## src/extended_gcd_engine_core_macros.svh

```systemverilog
// ----------------------------------------------------------------------------
// Extended GCD engine assertion macros
// Shared concurrent assertion forms, clocked on clk and disabled in reset.
// ----------------------------------------------------------------------------
`ifndef EXTENDED_GCD_ENGINE_CORE_MACROS_SVH
`define EXTENDED_GCD_ENGINE_CORE_MACROS_SVH

// Consequent must hold in the same cycle as the antecedent.
`define EGCD_ASSERT_SAME(lbl, ante, cons, msg) \
  lbl: assert property (@(posedge clk) disable iff (rst) (ante) |-> (cons)) \
    else $error(msg);

// Consequent must hold in the cycle after the antecedent.
`define EGCD_ASSERT_NEXT(lbl, ante, cons, msg) \
  lbl: assert property (@(posedge clk) disable iff (rst) (ante) |=> (cons)) \
    else $error(msg);

`endif

```

## src/egcd_pkg.sv

```systemverilog
// ----------------------------------------------------------------------------
// Extended GCD engine package
// Field widths and the status bundle shared by the engine and its divider.
// ----------------------------------------------------------------------------
package egcd_pkg;

  localparam int FIELD_BITS = 63;
  localparam int COEFF_BITS = 64;

  typedef logic [COEFF_BITS-1:0] coeff_t;

  typedef struct packed {
    logic busy;
    logic done;
  } div_stat_t;

endpackage

```

## src/egcd_div.sv

```systemverilog
// ----------------------------------------------------------------------------
// Extended GCD serial divider
// Restoring radix-2 divider producing one quotient bit per cycle. Each
// quotient bit is folded MSB first into two 64-bit products q*s and q*t.
// ----------------------------------------------------------------------------
module egcd_div
  import egcd_pkg::*;
#(
  parameter int VALUE_BITS = 63
) (
  input  logic                  clk,
  input  logic                  rst,
  input  logic                  start,
  input  logic [VALUE_BITS-1:0] dividend,
  input  logic [VALUE_BITS-1:0] divisor,
  input  coeff_t                mult_s_in,
  input  coeff_t                mult_t_in,
  output div_stat_t             stat,
  output logic [VALUE_BITS-1:0] remainder,
  output coeff_t                prod_s,
  output coeff_t                prod_t
);

  localparam int CNT_W = $clog2(VALUE_BITS);

  logic                  busy;
  logic                  done;
  logic [CNT_W-1:0]      cnt;
  logic [VALUE_BITS-1:0] dvd;
  logic [VALUE_BITS-1:0] dvs;
  logic [VALUE_BITS-1:0] rem;
  coeff_t                mult_s;
  coeff_t                mult_t;
  coeff_t                acc_s;
  coeff_t                acc_t;

  logic [VALUE_BITS:0]   trial;
  logic [VALUE_BITS:0]   diff;
  logic                  qbit;
  logic [VALUE_BITS-1:0] rem_next;

  // The partial remainder always stays below the divisor, so it fits in
  // VALUE_BITS bits after each step.
  always_comb begin
    trial    = {rem, dvd[VALUE_BITS-1]};
    diff     = trial - {1'b0, dvs};
    qbit     = ~diff[VALUE_BITS];
    rem_next = qbit ? diff[VALUE_BITS-1:0] : trial[VALUE_BITS-1:0];
  end

  always_ff @(posedge clk) begin
    if (rst) begin
      busy <= 1'b0;
      done <= 1'b0;
      cnt  <= '0;
    end else begin
      done <= 1'b0;
      if (start) begin
        busy <= 1'b1;
        cnt  <= CNT_W'(VALUE_BITS - 1);
      end else if (busy) begin
        cnt <= cnt - 1'b1;
        if (cnt == '0) begin
          busy <= 1'b0;
          done <= 1'b1;
        end
      end
    end
  end

  always_ff @(posedge clk) begin
    if (start) begin
      dvd    <= dividend;
      dvs    <= divisor;
      rem    <= '0;
      mult_s <= mult_s_in;
      mult_t <= mult_t_in;
      acc_s  <= '0;
      acc_t  <= '0;
    end else if (busy) begin
      dvd   <= dvd << 1;
      rem   <= rem_next;
      acc_s <= (acc_s << 1) + (qbit ? mult_s : '0);
      acc_t <= (acc_t << 1) + (qbit ? mult_t : '0);
    end
  end

  assign stat      = '{busy: busy, done: done};
  assign remainder = rem;
  assign prod_s    = acc_s;
  assign prod_t    = acc_t;

endmodule

```

## src/extended_gcd_engine_core.sv

```systemverilog
// ----------------------------------------------------------------------------
// Extended GCD engine
// Extended Euclidean algorithm: gcd, Bezout coefficients and inverse mod b.
// ----------------------------------------------------------------------------
// Usage: an item (value_a, value_b) enters on in_valid/in_ready; one result
// item (gcd_out, coeff_a, coeff_b, inverse_mod_b) leaves on
// out_valid/out_ready. Only the low VALUE_BITS bits of each operand are used.
// The engine works on one item at a time. Each Euclid step is one pass of the
// serial divider, which yields one quotient bit per cycle while it accumulates
// q*s and q*t. For 63-bit operands an item has at most about 92 steps.
// The result sits in an output register: a new item is taken while it waits,
// and a finished item holds in the engine until the output register frees up
// when the receiver stalls. Synchronous reset drops any item in flight and
// clears out_valid.
// ----------------------------------------------------------------------------
`include "extended_gcd_engine_core_macros.svh"

module extended_gcd_engine_core
  import egcd_pkg::*;
#(
  parameter int VALUE_BITS = 63
) (
  input  logic                  clk,
  input  logic                  rst,
  input  logic                  in_valid,
  output logic                  in_ready,
  input  logic [FIELD_BITS-1:0] value_a,
  input  logic [FIELD_BITS-1:0] value_b,
  output logic                  out_valid,
  input  logic                  out_ready,
  output logic [FIELD_BITS-1:0] gcd_out,
  output coeff_t                coeff_a,
  output coeff_t                coeff_b,
  output logic [FIELD_BITS-1:0] inverse_mod_b
);

  localparam logic [1:0] S_IDLE   = 2'd0;
  localparam logic [1:0] S_CHECK  = 2'd1;
  localparam logic [1:0] S_DIV    = 2'd2;
  localparam logic [1:0] S_FINISH = 2'd3;

  logic [1:0]            state;
  logic [VALUE_BITS-1:0] r_prev;
  logic [VALUE_BITS-1:0] r_cur;
  logic [VALUE_BITS-1:0] b_keep;
  coeff_t                s_prev;
  coeff_t                s_cur;
  coeff_t                t_prev;
  coeff_t                t_cur;

  logic                  div_start;
  div_stat_t             div_stat;
  logic [VALUE_BITS-1:0] div_rem;
  coeff_t                prod_s;
  coeff_t                prod_t;

  logic                  load_out;
  coeff_t                inv_full;

  assign in_ready  = (state == S_IDLE);
  assign div_start = (state == S_CHECK) && (r_cur != '0);
  assign load_out  = (state == S_FINISH) && (!out_valid || out_ready);

  // A negative coefficient is brought into range by adding the modulus.
  assign inv_full = s_prev[COEFF_BITS-1] ? (s_prev + COEFF_BITS'(b_keep)) : s_prev;

  egcd_div #(
    .VALUE_BITS(VALUE_BITS)
  ) u_div (
    .clk       (clk),
    .rst       (rst),
    .start     (div_start),
    .dividend  (r_prev),
    .divisor   (r_cur),
    .mult_s_in (s_cur),
    .mult_t_in (t_cur),
    .stat      (div_stat),
    .remainder (div_rem),
    .prod_s    (prod_s),
    .prod_t    (prod_t)
  );

  always_ff @(posedge clk) begin
    if (rst) begin
      state     <= S_IDLE;
      out_valid <= 1'b0;
    end else begin
      if (load_out) begin
        out_valid <= 1'b1;
      end else if (out_ready) begin
        out_valid <= 1'b0;
      end
      case (state)
        S_IDLE: begin
          if (in_valid) begin
            state <= S_CHECK;
          end
        end
        S_CHECK: begin
          state <= (r_cur == '0) ? S_FINISH : S_DIV;
        end
        S_DIV: begin
          if (div_stat.done) begin
            state <= S_CHECK;
          end
        end
        S_FINISH: begin
          if (load_out) begin
            state <= S_IDLE;
          end
        end
        default: begin
          state <= S_IDLE;
        end
      endcase
    end
  end

  always_ff @(posedge clk) begin
    if (in_ready && in_valid) begin
      r_prev <= value_a[VALUE_BITS-1:0];
      r_cur  <= value_b[VALUE_BITS-1:0];
      b_keep <= value_b[VALUE_BITS-1:0];
      s_prev <= COEFF_BITS'(1);
      s_cur  <= '0;
      t_prev <= '0;
      t_cur  <= COEFF_BITS'(1);
    end else if ((state == S_DIV) && div_stat.done) begin
      r_prev <= r_cur;
      r_cur  <= div_rem;
      s_prev <= s_cur;
      s_cur  <= s_prev - prod_s;
      t_prev <= t_cur;
      t_cur  <= t_prev - prod_t;
    end
  end

  always_ff @(posedge clk) begin
    if (load_out) begin
      gcd_out       <= FIELD_BITS'(r_prev);
      coeff_a       <= s_prev;
      coeff_b       <= t_prev;
      inverse_mod_b <= inv_full[FIELD_BITS-1:0];
    end
  end

  `EGCD_ASSERT_SAME(a_idle_div_quiet, in_ready, !div_stat.busy,
    "divider busy while the engine takes an item")
  `EGCD_ASSERT_SAME(a_done_in_div, div_stat.done, state == S_DIV,
    "divider finished outside a division step")
  `EGCD_ASSERT_SAME(a_finish_zero, state == S_FINISH, r_cur == '0,
    "result produced before the divisor reached zero")
  `EGCD_ASSERT_NEXT(a_rem_shrinks, (state == S_DIV) && div_stat.done,
    r_cur < $past(r_cur), "remainder did not shrink across a step")

endmodule
```

## config.mk

```make
export PLATFORM = sky130hd
export DESIGN_NAME = extended_gcd_engine_core
export DESIGN_NICKNAME = d
export VERILOG_FILES = /design/src/egcd_pkg.sv /design/src/egcd_div.sv /design/src/extended_gcd_engine_core.sv
export VERILOG_INCLUDE_DIRS = /design/src /design/src/src
export SDC_FILE = /design/constraint.sdc
export NUM_CORES = 2
export LEC_CHECK = 0
export BUFFER_PORTS_ARGS = -buffer_cell sky130_fd_sc_hd__buf_4
export CORE_MARGIN = 3
export CORE_UTILIZATION = 55
export CTS_BUF_LIST = sky130_fd_sc_hd__clkbuf_4 sky130_fd_sc_hd__clkbuf_8
export CTS_CLUSTER_SIZE = 14
export DETAILED_ROUTE_END_ITERATION = 16
export GPL_TIMING_DRIVEN = 0
export PLACE_DENSITY = 0.76
export SYNTH_ARGS = -nofsm -noshare
export SYNTH_HDL_FRONTEND = slang
export SYNTH_SLANG_ARGS = --single-unit
```

## constraint.sdc

```tcl
create_clock -name clk -period 13.4 [get_ports clk]
set_clock_uncertainty 0.05 [all_clocks]
set_input_delay 2.68 -clock clk [delete_from_list [all_inputs] [get_ports clk]]
set_output_delay 2.68 -clock clk [all_outputs]
set_load 0.01 [all_outputs]
```

==> metrics.txt <==
worst setup path start=u_div.remainder[13]; Final nets=7740; final critical-path required period=8.866 ns; Hold Path Class=reg -> reg; Buf+Inv Stages, Crit Path=2; CP peak stage delay=0.65 ns; grt met3 use=0.07207; gp weighted congestion=0.9628; worst path required time=14.07 ns; Min Hold Slack=0.3882 ns; top-count cell post-synth=nand2_1; Slew HR=-0.03932; Synth cell types=96; CTS max path bufs=3; Initial DRT Pass Iterations=5; synth cell count leaders=nand2_1, edfxtp_1, a21oi_1, dfxtp_1, ha_1; initial antenna violation count=15; CTS resizes=0; drc violations=0; CP Launch Type=flop; cts bufs inserted=187; first-pass GRT wire length=300.8 mm; Die Y=343.3 um; EDFF count, synth=697; fillers=9397; Slew Limit Fails=16; Slew @ Worst Pin=1.539 ns; final core occ=0.6385; critical path type=reg -> reg; vias in the first global route=49608; Post-DRT Antenna Nets=0; Placement Cell Area=0.06772 sq mm; Final Total Pwr=13.65 mW; HPWL Detailed=155.1 mm; remaining global-route overflow=0; crit-path leading delay family=compound AO/OA/AOI/OAI gates; CP arrival=9.53 ns; period utilisation layout=0.6616; failing checks=capacitance limit, slew limit; async set-reset flop share out of synthesis=0; number of I/O pins=386; Die Wd=343.3 um; Worst-Skew Late Latency=0.90 ns; Mapped Cells=6636; Post-Syn Area=0.06256 sq mm; status=finished, violations left; DIE AREA=0.1178 sq mm; largest net degree at the start of global routing=93; clock transition at the registers of the reported paths=0.07 ns; Synth area leader=edfxtp_1; # hold bufs at CTS=0; Global Route met2 Usage=0.5105; Root Buffer=clkbuf_8; Pwr Density=189.7 mW/mm^2; CP max-delay cell=clkbuf_1; htree depth=4; Non-Filler Instances=8896; Setup Viol. Count Final=0; Worst path most repeated cell=o21ai_1; Core Region=0.1127 sq mm; Post-Syn Nets=7149; CTS tree=built; design area=0.07193 sq mm; top cells by area, synth=edfxtp_1, dfxtp_1, nand2_1; main flop type after synthesis=edfxtp_1; fmax=112.8 MHz; RSZ-0062 raised after global routing=no; layout cell share with drive strength beyond 1=0.1170; Post-CTS Repair Setup Buffers=0; DRT iter0 DRCs=5316; cells on worst reg2reg path=26; top cell type's share of synthesized area=0.3346; dpl cells=8538; M1 GR Usage=0.4639; Max FO, Critical Path=10; final hold viol count=0; Detailed Route WL=204.4 mm; area added between synthesis and finish=14.97%; Pleak=30.56 nW; CTS sink cnt=1155; port buffer count=385; flops & latches, synth=1155; Peak VDD IR=125.0 uV; overall routing resource usage=0.3371; DR vias=53085; post-placement setup slack=4.959 ns; Crit. End Element=flop; Critical Path End=u_div.prod_s[59]; worst r2r src=u_div.remainder[13]; Seq/Total Area, Yosys=0.4811; Ys Warns=0; setup ws final=4.534 ns; flop2flop setup slack=4.53 ns; Setup TNS=0 ns; row count=123; Starting Density=0.5553; Avg Inst Size Synth=9.428 sq um; WP depth=26; r2r endpoint=u_div.prod_s[59]; Vias/cell=5.967; gr busiest metal=met2; Max-Cap Viols=2; wire per inst=22.98 um
[flip-flops by register name, summed over array words and instances, names as in the netlist, 64 cells and up]
name / flops
s_cur: 64
u_div.prod_s: 64
coeff_a: 64
coeff_b: 64
u_div.mult_s: 64
s_prev: 64
t_prev: 64
u_div.mult_t: 64
u_div.prod_t: 64
t_cur: 64
[kinds of logic after synthesis]
kind of cell	after synthesis	share of synthesized area
adder cells (fa/ha/maj)	383	0.07732
AO/OA/AOI/OAI	1657	0.1670
XOR/XNOR	342	0.04788
flip-flops	1155	0.4811
AND/OR/NAND/NOR	2330	0.1637
buffers and inverters	617	0.03752
multiplexers	152	0.02556
[per-layer routing]
layer / vias to the layer above / part of all wire
met1: 25406 / 0.42
met3: 422 / 0.090
met4: 4 / 0.047
met2: 2470 / 0.44
met5: - / 0.00011
li1: 24783 / -
[power breakdown]
group	switching, mW	internal (mW)
Combinational	3.60	2.09
Sequential	0.338	4.20
Clock	1.50	1.92
[worst register-to-register path, cell delays in order (launching register included)]
cell	delay, ns
dfxtp_1	0.45
ha_1	0.34
a21oi_1	0.25
o21ai_1	0.16
or4_1	0.49
a21o_1	0.23
a31oi_2	0.46
o21ai_2	0.18
a31oi_2	0.32
mux2_4	0.37
nand2_1	0.44
buf_2	0.56
clkbuf_1	0.67
and2_1	0.23
ha_1	0.27
a211oi_1	0.38
o21ai_1	0.21
nand4_1	0.21
a21oi_1	0.14
a31oi_1	0.42
o311ai_1	0.23
a221oi_2	0.52
o211a_1	0.30
o21ai_1	0.17
a311o_1	0.43
nand4b_1	0.12
o221ai_1	0.13
[placed cells by master, fill, tap and decap left out, drive strengths merged, types with 14 or more instances in the layout]
| master | count |
|---|---|
| nand2 | 1347 |
| edfxtp | 697 |
| a21oi | 625 |
| clkbuf | 538 |
| dfxtp | 458 |
| buf | 451 |
| ha | 377 |
| nor2 | 368 |
| inv | 293 |
| o21ai | 287 |
| a21o | 266 |
| xnor2 | 210 |
| and2 | 144 |
| xor2 | 132 |
| mux2i | 93 |
| nand4 | 91 |
| nand3 | 76 |
| a31oi | 68 |
| o21bai | 64 |
| clkinv | 61 |
| mux2 | 59 |
| a211oi | 57 |
| nor3 | 56 |
| nor2b | 50 |
| nand2b | 49 |
| and3 | 42 |
| a311oi | 40 |
| o21a | 38 |
| o211ai | 31 |
| o31ai | 26 |
| nor4 | 24 |
| or3 | 18 |
| bufinv | 17 |
| o22ai | 15 |
| a221oi | 14 |
[cell type report]
| type | count | area, sq um | area share |
|---|---|---|---|
| clock buffer | 259 | 3264 | 0.04538 |
| tap | 1500 | 1877 | 0.02609 |
| clock inverter | 89 | 918.4 | 0.01277 |
| multi-input combinational | 4864 | 30130 | 0.4188 |
| timing repair buffer | 402 | 3256 | 0.04526 |
| sequential | 1155 | 30100 | 0.4185 |
| antenna | 10 | 25.02 | 0.0003479 |
| inverter | 289 | 1092 | 0.01519 |
| buffer | 328 | 1270 | 0.01766 |
[worst min path at each step]
stage / startpoint / endpoint / slack (ns) / cells past startpoint
after floorplan: s_prev[63] / coeff_a[63] / 0.36 / 0
after global placement: r_prev[0] / gcd_out[0] / 0.37 / 0
after detailed placement: r_prev[0] / gcd_out[0] / 0.38 / 0
after CTS: r_prev[61] / gcd_out[61] / 0.39 / 0
after global routing: r_prev[61] / gcd_out[61] / 0.40 / 0
final: r_prev[56] / gcd_out[56] / 0.39 / 0
(Power assumes the default switching activity.)
